**config.mk**
```make
export PLATFORM = sky130hd
export DESIGN_NAME = bounded_deque_with_search_core
export DESIGN_NICKNAME = d
export VERILOG_FILES = /design/src/hdl/bdqs_pkg.sv /design/src/hdl/bdqs_ctrl.sv /design/src/hdl/bdqs_dp.sv /design/src/hdl/bounded_deque_with_search_core.sv
export SDC_FILE = /design/constraint.sdc
export NUM_CORES = 1
export LEC_CHECK = 0
export ABC_CLOCK_PERIOD_IN_PS = 4100
export BUFFER_PORTS_ARGS = -buffer_cell sky130_fd_sc_hd__buf_2
export CORE_MARGIN = 2
export CORE_UTILIZATION = 25
export DETAILED_ROUTE_END_ITERATION = 8
export PLACE_DENSITY = 0.42
export SLEW_MARGIN = 0
export SYNTH_ARGS = -nofsm -noshare
export SYNTH_HDL_FRONTEND = slang
export SYNTH_HIERARCHICAL = 1
export SYNTH_SLANG_ARGS = --single-unit
```
**constraint.sdc**
```tcl
create_clock -name clk -period 4.1 [get_ports clk]
set_input_delay 0.82 -clock clk [delete_from_list [all_inputs] [get_ports clk]]
set_output_delay 0.82 -clock clk [all_outputs]
set_load 0.05 [all_outputs]
```
**src/hdl/bdqs_pkg.sv**
```systemverilog
`default_nettype none
// ----------------------------------------------------------------------------
// bdqs_pkg: shared types for the bounded deque with search
// Opcodes, controller states and the command/status bundles that pass
// between the controller and the datapath.
// ----------------------------------------------------------------------------
package bdqs_pkg;

  localparam int unsigned DATA_W    = 32;
  localparam int unsigned OP_W      = 3;
  localparam int unsigned CNT_OUT_W = 5;

  typedef enum logic [OP_W-1:0] {
    OP_PUSH_FRONT = 3'd0,
    OP_PUSH_BACK  = 3'd1,
    OP_POP_FRONT  = 3'd2,
    OP_POP_BACK   = 3'd3,
    OP_SEARCH     = 3'd4
  } op_t;

  typedef enum logic [1:0] {
    ST_IDLE = 2'd0,
    ST_EXEC = 2'd1,
    ST_SRCH = 2'd2,
    ST_DONE = 2'd3
  } state_t;

  // controller -> datapath
  typedef struct packed {
    logic latch;      // capture opcode and value
    logic srch_start; // set up scan at the front entry
    logic srch_step;  // scan step: issue a read, compare the last one
    logic commit;     // apply the operation and load the result register
  } cmd_t;

  // datapath -> controller
  typedef struct packed {
    logic is_search;  // latched opcode is a search
    logic cnt_zero;   // queue holds no entries
    logic srch_done;  // match seen or last entry compared
  } sts_t;

endpackage : bdqs_pkg
`default_nettype wire

```
**src/hdl/bdqs_ctrl.sv**
```systemverilog
`default_nettype none
// ----------------------------------------------------------------------------
// bdqs_ctrl: sequencing controller
// Accepts one item at a time, steps the datapath through execute / scan,
// and owns the output valid flag.
// ----------------------------------------------------------------------------
module bdqs_ctrl (
  input  logic          clk,
  input  logic          rst_n,
  input  logic          in_tvalid,
  output logic          in_tready,
  output logic          out_tvalid,
  input  logic          out_tready,
  output bdqs_pkg::cmd_t cmd,
  input  bdqs_pkg::sts_t sts
);
  import bdqs_pkg::*;

  state_t state_r, state_nxt;
  logic   out_vld_r, out_vld_nxt;
  logic   slot_free;

  assign slot_free  = !out_vld_r || out_tready;
  assign out_tvalid = out_vld_r;

  always_ff @(posedge clk) begin
    if (!rst_n) begin
      state_r   <= ST_IDLE;
      out_vld_r <= 1'b0;
    end else begin
      state_r   <= state_nxt;
      out_vld_r <= out_vld_nxt;
    end
  end

  always_comb begin
    state_nxt   = state_r;
    cmd         = '0;
    in_tready   = 1'b0;
    out_vld_nxt = out_vld_r && !out_tready;
    case (state_r)
      ST_IDLE: begin
        in_tready = 1'b1;
        if (in_tvalid) begin
          cmd.latch = 1'b1;
          state_nxt = ST_EXEC;
        end
      end
      ST_EXEC: begin
        if (sts.is_search && !sts.cnt_zero) begin
          cmd.srch_start = 1'b1;
          state_nxt      = ST_SRCH;
        end else begin
          state_nxt = ST_DONE;
        end
      end
      ST_SRCH: begin
        cmd.srch_step = 1'b1;
        if (sts.srch_done) begin
          state_nxt = ST_DONE;
        end
      end
      ST_DONE: begin
        if (slot_free) begin
          cmd.commit  = 1'b1;
          out_vld_nxt = 1'b1;
          state_nxt   = ST_IDLE;
        end
      end
      default: begin
        state_nxt = ST_IDLE;
      end
    endcase
  end

  // a result is never loaded over one that is still waiting
  a_no_overwrite: assert property (@(posedge clk) disable iff (!rst_n)
    cmd.commit |-> (!out_vld_r || out_tready))
    else $error("result register overwritten");

endmodule : bdqs_ctrl
`default_nettype wire

```
**src/hdl/bdqs_dp.sv**
```systemverilog
`default_nettype none
// ----------------------------------------------------------------------------
// bdqs_dp: deque datapath
// Ring-buffer entry memory, head and count registers, the scan pointer with
// its registered read and compare, and the result register.
// ----------------------------------------------------------------------------
module bdqs_dp #(
  parameter int unsigned DEPTH = 16
) (
  input  logic                              clk,
  input  logic                              rst_n,
  input  logic [bdqs_pkg::OP_W-1:0]         op_in,
  input  logic signed [bdqs_pkg::DATA_W-1:0] value_in,
  input  bdqs_pkg::cmd_t                    cmd,
  output bdqs_pkg::sts_t                    sts,
  output logic                              res_ok,
  output logic [bdqs_pkg::CNT_OUT_W-1:0]    res_count,
  output logic                              res_empty
);
  import bdqs_pkg::*;

  localparam int unsigned AW = $clog2(DEPTH);
  localparam int unsigned CW = $clog2(DEPTH + 1);
  localparam logic [AW-1:0] LAST_SLOT = AW'(DEPTH - 1);
  localparam logic [CW-1:0] FULL_CNT  = CW'(DEPTH);
  localparam logic [CW:0]   DEPTH_S   = (CW+1)'(DEPTH);

  logic signed [DATA_W-1:0] mem [DEPTH];

  op_t                      op_r;
  logic signed [DATA_W-1:0] val_r;
  logic [AW-1:0]            head_r, head_nxt;
  logic [CW-1:0]            cnt_r, cnt_nxt;

  // scan
  logic [CW-1:0]            iss_idx_r;
  logic [AW-1:0]            rd_ptr_r;
  logic signed [DATA_W-1:0] rd_data_r;
  logic                     rd_vld_r;
  logic                     rd_last_r;
  logic                     found_r;
  logic                     issue;
  logic                     match;

  // commit
  logic                     ok_nxt;
  logic                     wr_en;
  logic [AW-1:0]            wr_ptr;
  logic [AW-1:0]            head_dec, head_inc;
  logic [CW:0]              tail_sum;
  logic [AW-1:0]            tail_slot;

  // result
  logic                     res_ok_r;
  logic [CW-1:0]            res_cnt_r;
  logic [CW+CNT_OUT_W-1:0]  res_cnt_ext;

  assign head_dec  = (head_r == '0) ? LAST_SLOT : head_r - 1'b1;
  assign head_inc  = (head_r == LAST_SLOT) ? '0 : head_r + 1'b1;
  assign tail_sum  = (CW+1)'(head_r) + (CW+1)'(cnt_r);
  assign tail_slot = (tail_sum >= DEPTH_S) ? AW'(tail_sum - DEPTH_S) : AW'(tail_sum);

  assign issue = cmd.srch_step && (iss_idx_r < cnt_r);
  assign match = rd_vld_r && (rd_data_r == val_r);

  assign sts.is_search = (op_r == OP_SEARCH);
  assign sts.cnt_zero  = (cnt_r == '0);
  assign sts.srch_done = rd_vld_r && (match || rd_last_r);

  always_comb begin
    head_nxt = head_r;
    cnt_nxt  = cnt_r;
    ok_nxt   = 1'b0;
    wr_en    = 1'b0;
    wr_ptr   = head_dec;
    case (op_r)
      OP_PUSH_FRONT: begin
        if (cnt_r != FULL_CNT) begin
          head_nxt = head_dec;
          cnt_nxt  = cnt_r + 1'b1;
          wr_en    = 1'b1;
          ok_nxt   = 1'b1;
        end
      end
      OP_PUSH_BACK: begin
        wr_ptr = tail_slot;
        if (cnt_r != FULL_CNT) begin
          cnt_nxt = cnt_r + 1'b1;
          wr_en   = 1'b1;
          ok_nxt  = 1'b1;
        end
      end
      OP_POP_FRONT: begin
        if (cnt_r != '0) begin
          head_nxt = head_inc;
          cnt_nxt  = cnt_r - 1'b1;
          ok_nxt   = 1'b1;
        end
      end
      OP_POP_BACK: begin
        if (cnt_r != '0) begin
          cnt_nxt = cnt_r - 1'b1;
          ok_nxt  = 1'b1;
        end
      end
      OP_SEARCH: begin
        ok_nxt = found_r;
      end
      default: begin
        ok_nxt = 1'b0;
      end
    endcase
  end

  // control state
  always_ff @(posedge clk) begin
    if (!rst_n) begin
      head_r   <= '0;
      cnt_r    <= '0;
      rd_vld_r <= 1'b0;
    end else begin
      if (cmd.commit) begin
        head_r <= head_nxt;
        cnt_r  <= cnt_nxt;
      end
      rd_vld_r <= issue;
    end
  end

  // payload and scan registers
  always_ff @(posedge clk) begin
    if (cmd.latch) begin
      op_r  <= op_t'(op_in);
      val_r <= value_in;
    end
    if (cmd.latch || cmd.srch_start) begin
      found_r <= 1'b0;
    end else if (cmd.srch_step && match) begin
      found_r <= 1'b1;
    end
    if (cmd.srch_start) begin
      iss_idx_r <= '0;
      rd_ptr_r  <= head_r;
    end else if (issue) begin
      iss_idx_r <= iss_idx_r + 1'b1;
      rd_ptr_r  <= (rd_ptr_r == LAST_SLOT) ? '0 : rd_ptr_r + 1'b1;
      rd_last_r <= (iss_idx_r == cnt_r - 1'b1);
    end
    if (cmd.commit) begin
      res_ok_r  <= ok_nxt;
      res_cnt_r <= cnt_nxt;
    end
  end

  // entry memory: one write port, one registered read port
  always_ff @(posedge clk) begin
    if (cmd.commit && wr_en) begin
      mem[wr_ptr] <= val_r;
    end
  end

  always_ff @(posedge clk) begin
    if (issue) begin
      rd_data_r <= mem[rd_ptr_r];
    end
  end

  assign res_cnt_ext = (CW+CNT_OUT_W)'(res_cnt_r);
  assign res_ok      = res_ok_r;
  assign res_count   = res_cnt_ext[CNT_OUT_W-1:0];
  assign res_empty   = (res_cnt_r == '0);

  a_cnt_bound: assert property (@(posedge clk) disable iff (!rst_n)
    cnt_r <= FULL_CNT)
    else $error("entry count above capacity");

  a_head_bound: assert property (@(posedge clk) disable iff (!rst_n)
    head_r <= LAST_SLOT)
    else $error("head pointer outside ring");

  a_scan_bound: assert property (@(posedge clk) disable iff (!rst_n)
    cmd.srch_step |-> (iss_idx_r <= cnt_r))
    else $error("scan ran past the live entries");

  a_full_push: assert property (@(posedge clk) disable iff (!rst_n)
    (cmd.commit && cnt_r == FULL_CNT &&
     (op_r == OP_PUSH_FRONT || op_r == OP_PUSH_BACK)) |=> (cnt_r == FULL_CNT && !res_ok_r))
    else $error("push into full queue changed state");

endmodule : bdqs_dp
`default_nettype wire

```
**src/hdl/bounded_deque_with_search_core.sv**
```systemverilog
`default_nettype none
// ----------------------------------------------------------------------------
// bounded_deque_with_search_core: bounded deque of 32-bit values with search
// Ring-buffer deque with push/pop at either end and a front-to-back search,
// one result per request.
// ----------------------------------------------------------------------------
// One request in flight at a time. From accept to result: push, pop and
// unused opcodes pass through capture, execute and commit; a search scans
// the live entries from the front and stops early on the first match.
// The scan is bound by the single read port of the entry memory, one entry
// per cycle, with the read data registered before the compare. A new item
// is accepted as soon as the previous one has been committed, even while
// its result still waits in the output register. A push into a full queue
// and a pop from an empty one return ok = 0 and change nothing; count is
// the entry count after the request, masked to 5 bits.
// ----------------------------------------------------------------------------
module bounded_deque_with_search_core #(
  parameter int unsigned DEPTH = 16 // capacity, 2 .. 4096
) (
  input  logic        clk,
  input  logic        rst_n,
  // request channel
  input  logic        in_tvalid,
  output logic        in_tready,
  input  logic [31:0] in_tdata,   // [31:0] value (signed)
  input  logic [7:0]  in_tuser,   // [2:0] opcode, [7:3] zero
  // result channel
  output logic        out_tvalid,
  input  logic        out_tready,
  output logic [7:0]  out_tdata   // [0] ok, [5:1] count, [6] empty_res, [7] zero
);
  import bdqs_pkg::*;

  cmd_t                     cmd;
  sts_t                     sts;
  logic                     res_ok;
  logic [CNT_OUT_W-1:0]     res_count;
  logic                     res_empty;

  // sequencer: handshakes and step commands
  bdqs_ctrl u_ctrl (
    .clk       (clk),
    .rst_n     (rst_n),
    .in_tvalid (in_tvalid),
    .in_tready (in_tready),
    .out_tvalid(out_tvalid),
    .out_tready(out_tready),
    .cmd       (cmd),
    .sts       (sts)
  );

  // storage, pointers, scan compare and result register
  bdqs_dp #(
    .DEPTH(DEPTH)
  ) u_dp (
    .clk      (clk),
    .rst_n    (rst_n),
    .op_in    (in_tuser[OP_W-1:0]),
    .value_in (in_tdata),
    .cmd      (cmd),
    .sts      (sts),
    .res_ok   (res_ok),
    .res_count(res_count),
    .res_empty(res_empty)
  );

  // result packing, lowest field first, padded to a byte
  assign out_tdata = {1'b0, res_empty, res_count, res_ok};

  // the only path into the scan is from execute, and only with entries
  a_srch_nonempty: assert property (@(posedge clk) disable iff (!rst_n)
    cmd.srch_start |-> (sts.is_search && !sts.cnt_zero))
    else $error("search started on empty queue");

endmodule : bounded_deque_with_search_core
`default_nettype wire
```
# == Word-level counts from Yosys, hierarchy flattened ==
# Memory sizes are Yosys's and may differ from the RTL's. A register that Yosys moved wholly into a read port is not among the register bits.
# Cells that the tools add are included.
# word_totals
register_bits,65
latch_bits,0
ram_bits,512
rom_bits,0
in_bits,44
output_inout_bits,10
word_cells,102
memories,1
# mem_list
name,depth,word_bits,read_ports,rd_clocked_by_memory_dff,write_ports,line,rtl
u_dp.mem,16,32,1,1,1,bdqs_dp.sv:28,logic signed [DATA_W-1:0] mem [DEPTH];
# op_classes
add_sub_neg,8
mul,0
div,0
magnitude_cmp,2
n_eq_ne,17
n_shift,0
muxes,34
n_bitwise,1
n_reduce_logical,26
# op_table
cell,count
two-way mux 4 bit,9
== test 32 bit,1
two-way mux 1 bit,16
adder 5 x 1 -> 5 bit (second input constant),2
logical NOT 5 bit,2
two-way mux 5 bit,2
case mux 5 bit (2 select lines),1
adder 4 x 1 -> 4 bit (second input constant),2
== test 4 bit (second input constant),2
case mux 2 bit (4 select lines),1
case mux 4 bit (2 select lines),1
subtractor 4 x 1 -> 4 bit (second input constant),2
logical AND 1 bit,7
adder 4 x 5 -> 6 bit,1
== test 3 x 2 -> 1 bit (second input constant),2
greater-or-equal comparator 6 x 5 -> 1 bit (second input constant),1
two-way mux 2 bit,3
!= test 2 x 1 -> 1 bit (second input constant),3
== test 5 bit,1
< comparator 5 bit,1
!= test 5 bit (second input constant),1
nonzero test 5 bit,1
subtractor 5 x 1 -> 5 bit (second input constant),1
== test 2 bit (second input constant),2
other kinds (16),23

# == Logic depth before layout (Yosys ltp) ==
# depth
word_depth,7
ltp_mapped,8
mapped_depth_nobuf,8

# == Modules after synthesis ==
# The synthesis kept the hierarchy.
# modules_own_cells
mod,instances,cells_per_inst,area_per_inst_um2,seq_area_each_um2
bdqs_dp,1,1270,23897.9,18037.3
bdqs_ctrl,1,29,251.5,60.1
bounded_deque_with_search_core,1,4,26.3,0.0

# == Least setup slack after synthesis ==
# No wires, ideal clock.
# synth_timing
kind,input to register
start,input port out_tready
end,memory u_dp.mem[12][0] (enable)
setup_ns,0.421
arrival_ns,3.393
required_ns,3.679
path_slack_ns,0.286
cell_stages,6
n_path_buf,1
path_cell_list,and2b_2 -> nor2b_1 -> clkbuf_2 -> nor3b_1 -> nand2_1 -> nor2_1
# synth_lines
element,line,rtl
"start, declared",bounded_deque_with_search_core.sv:29,"input logic out_tready,"
"end, declared",bdqs_dp.sv:28,

# == Worst setup path after layout ==
# layout_timing
start,register u_dp.cnt_r[0]
end,memory u_dp.mem[9][18] (enable)
# layout_between
elab_chain_len,6
elab_cells_between_ends,11
cone_classes,add/sub: 2; order compare: 1; eq/ne: 1; mux: 6; reduce/logical: 1
# layout_rtl
element,line,rtl
"start, declared",bdqs_dp.sv:33,"logic [CW-1:0] cnt_r, cnt_nxt;"
"start signal, assigned",bdqs_dp.sv:124,cnt_r <= cnt_nxt;
branches (longest 6 deep; another with adder 4 x 5 -> 6 bit),-,
# Several ways; the timed one is not identified.

==> flow_summary_export.csv <==
group,metric,value,unit
floorplanning,ioPinCount,54,
synthesis,synthArstFlopShare,0,
cts,cts_setup_buffers,0,
synthesis,synth_edf_count,590,
timing,fmax,290,MHz
place,io_buffer_count,47,
timing,post-route-period-util,0.842,
setup_path,crit_family,"simple AND/OR/NAND/NOR gates",
cts,clkSinkCount,609,
final_layout,diodes,0,
routing,drc,0,
synthesis,syn_area,24200,um^2
timing,setup_violations,0,
global_route,antenna_found_initial,2,
floorplanning,die-area,99200,um^2
cts,clockBufferDepth,3,
setup_path,critPathSlowestCell,"dfxtp_1",
timing,hold_viol,0,
final_layout,final_cell_mix,"edfxtp_1 (590), mux2i_1 (134), clkbuf_16 (73)",
timing,max_slew_margin,0.364,
synthesis,synth-main-ff-cell,"edfxtp_1",
floorplanning,initial_core_util,0.251,
power,ir_drop,0.309,mV
setup_path,critical_path_buf_inv_count,2,
synthesis,synth_cell_types,72,
routing,drtIter0Drc,916,
cts,htreeDepth,3,
routing,vias,12332,
timing,post-route-min-period,3.45,ns
global_route,grt_pass1_vias,12797,
setup_path,critPathArrivalTime,3.76,ns
setup_path,cp-start-kind,"register",
setup_path,slowest_delay,0.51,ns
timing,rsz0062_at_grt,"false",
synthesis,yosysWarnings,6,
setup_path,criticalPathCategory,"reg -> reg",
routing,viasPerCell,4.49,
routing,wl_per_cell,21.7,um
global_route,grt_max_degree,61,
setup_path,cp_max_fo,9,
power,p_leak,9.33,nW
cts,cts_resized,0,
worst_hold_path,hold_class,"in -> reg",
final_layout,drive_gt1_frac,0.202,
power,power_density,507,nW/um^2
global_route,grt_usage,0.121,
timing,finalClockSkew,0.0263,ns
synthesis,synth_sequential_area_ratio,0.749,
cts,cts_hold_buf,0,
place,dp_hpwl,33700,um
synthesis,syn_inst,1303,
status,status,"completed",
cts,cts_root_buf,"clkbuf_16",
floorplanning,die_y,315,um
timing,slew_violations,0,
final_layout,nets,1479,
routing,dr.pass1.iters,5,
global_route,grt.overflow.total,0,
synthesis,syn_avg_cell_area,18.6,um^2
run,drv_cap,0,
floorplanning,num_rows,114,
cts,cts_tree,"done",
setup_path,crit_chain,"inv_1, ha_1, nor3b_2, a211o_1, nor3b_1, nand2_1, nor2_4, buf_4",
final_layout,fill_cells,9434,
timing,worst_slew_pin_slew,0.955,ns
cts,cts_made_buffers,72,
cts,clock_latency,0.61,ns
synthesis,ys_ff_latch,609,
floorplanning,chipWidth,315,um
floorplanning,core_area,96300,um^2
timing,finalSetupTns,0,ns
final_layout,syn_to_final_growth,18.4,%
global_route,grt_first_pass_wirelength,87500,um
routing,wl,59800,um
final_layout,fin_util,0.297,
setup_path,critPathRequiredTime,4.40,ns
place,gp_congestion,0.755,
setup_path,cp-end-kind,"register",
synthesis,synth_fp_nets,1366,
routing,antenna_left,0,
cts,clk_pin_slew_worst_paths,0.06,ns
timing,hold_slack,0.387,ns
final_layout,final_common_cell,"edfxtp_1",
[path summary, 6_finish.rpt]
check                                        from                end  slack [ns]  cells after the start
worst max-delay path                u_dp/cnt_r[0]    u_dp/mem[9][18]        0.65                      8
worst min-delay path                 in_tdata[15]     u_dp/val_r[15]        0.39                      1
worst max register to register      u_dp/cnt_r[0]    u_dp/mem[9][18]        0.65                      8
worst min register to register  u_dp/iss_idx_r[4]  u_dp/iss_idx_r[4]        0.52                      2
[stage by stage]
step | cell area (um^2) | setup WS, ns | cells | total power [mW]
after floorplan | 24200 | 0.286 | 1303 | 8.16
after global placement | 26400 | 0.601 | 2618 | 8.62
after detailed placement | 26400 | 0.611 | 2618 | 8.65
after CTS | 28600 | 0.584 | 2748 | 14.7
after global routing | 28600 | 0.428 | 2748 | 15.1
final | 28600 | 0.647 | 2748 | 14.5
[layer usage]
metal,GRT usage,vias to the layer above,wire (um)
met2,0.193,220,28500
met4,0.0369,0,1270
met1,0.168,6484,28000
met3,0.0189,87,2030
met5,0,-,0
li1,-,5541,-
[report_power, final]
| part | internal (mW) | leakage, nW | switching, mW | total (mW) |
|---|---|---|---|---|
| sequential | 7.25 | 5.47 | 0.283 | 7.53 |
| combinational | 0.325 | 2.78 | 0.629 | 0.955 |
| clock | 3.49 | 1.07 | 2.54 | 6.02 |
| total | 11.1 | 9.33 | 3.45 | 14.5 |
[kinds of logic after synthesis]
kind of cell	synth area share
AO/OA/AOI/OAI	0.0608
other	0.000155
buffers and inverters	0.0191
adder cells (fa/ha/maj)	0.0101
multiplexers	0.116
AND/OR/NAND/NOR	0.0290
flip-flops	0.749
XOR/XNOR	0.0167
[Yosys cell counts (all sizes together), types with 3 or more instances]
library cell	count	area share
edfxtp	590	0.73
mux2i	134	0.055
a221oi	64	0.023
mux4	64	0.060
o21ai	50	0.010
nand2	47	0.0073
buf	43	0.011
a22oi	36	0.011
nor2	28	0.0043
xor2	26	0.0094
clkbuf	25	0.0044
inv	22	0.0034
xnor2	20	0.0072
dfxtp	19	0.016
ha	18	0.0093
a21oi	12	0.0025
nor2b	7	0.0018
and2	6	0.0016
nand3	6	0.0012
nor4	6	0.0016
o21a	5	0.0016
or4	5	0.0016
a31oi	4	0.0010
nand2b	4	0.0010
nor3	4	0.00083
o211ai	4	0.0012
o31ai	4	0.0012
or3	4	0.0010
a21boi	3	0.00093
a21o	3	0.00093
and2b	3	0.0011
nor3b	3	0.0013
[state kept, by name (all words and copies together) (netlist names), 2 cells and up]
register	cells
u_dp/cnt_r	5
u_dp/mem	512
u_dp/rd_ptr_r	4
u_dp/rd_data_r	32
u_ctrl/state_r	2
u_dp/op_r	3
u_dp/head_r	4
u_dp/res_count	5
u_dp/val_r	32
u_dp/iss_idx_r	5
[worst reg2reg max path: stages (launching register included)]
cell and delay, ns:
dfxtp_1 0.51, inv_1 0.13, ha_1 0.28, nor3b_2 0.22, a211o_1 0.42, nor3b_1 0.41
nand2_1 0.36, nor2_4 0.49, buf_4 0.30
[layout make-up]
cell class | instances | area, um^2 | share of cell area
Sequential cell | 609 | 18100 | 0.632
Multi-Input combinational cell | 603 | 5750 | 0.201
Clock buffer | 94 | 1910 | 0.0666
Tap cell | 1276 | 1600 | 0.0558
Timing Repair Buffer | 107 | 886 | 0.0309
Clock inverter | 36 | 298 | 0.0104
Inverter | 23 | 86.3 | 0.00302
No activity file was read; power rests on OpenSTA's default activity.
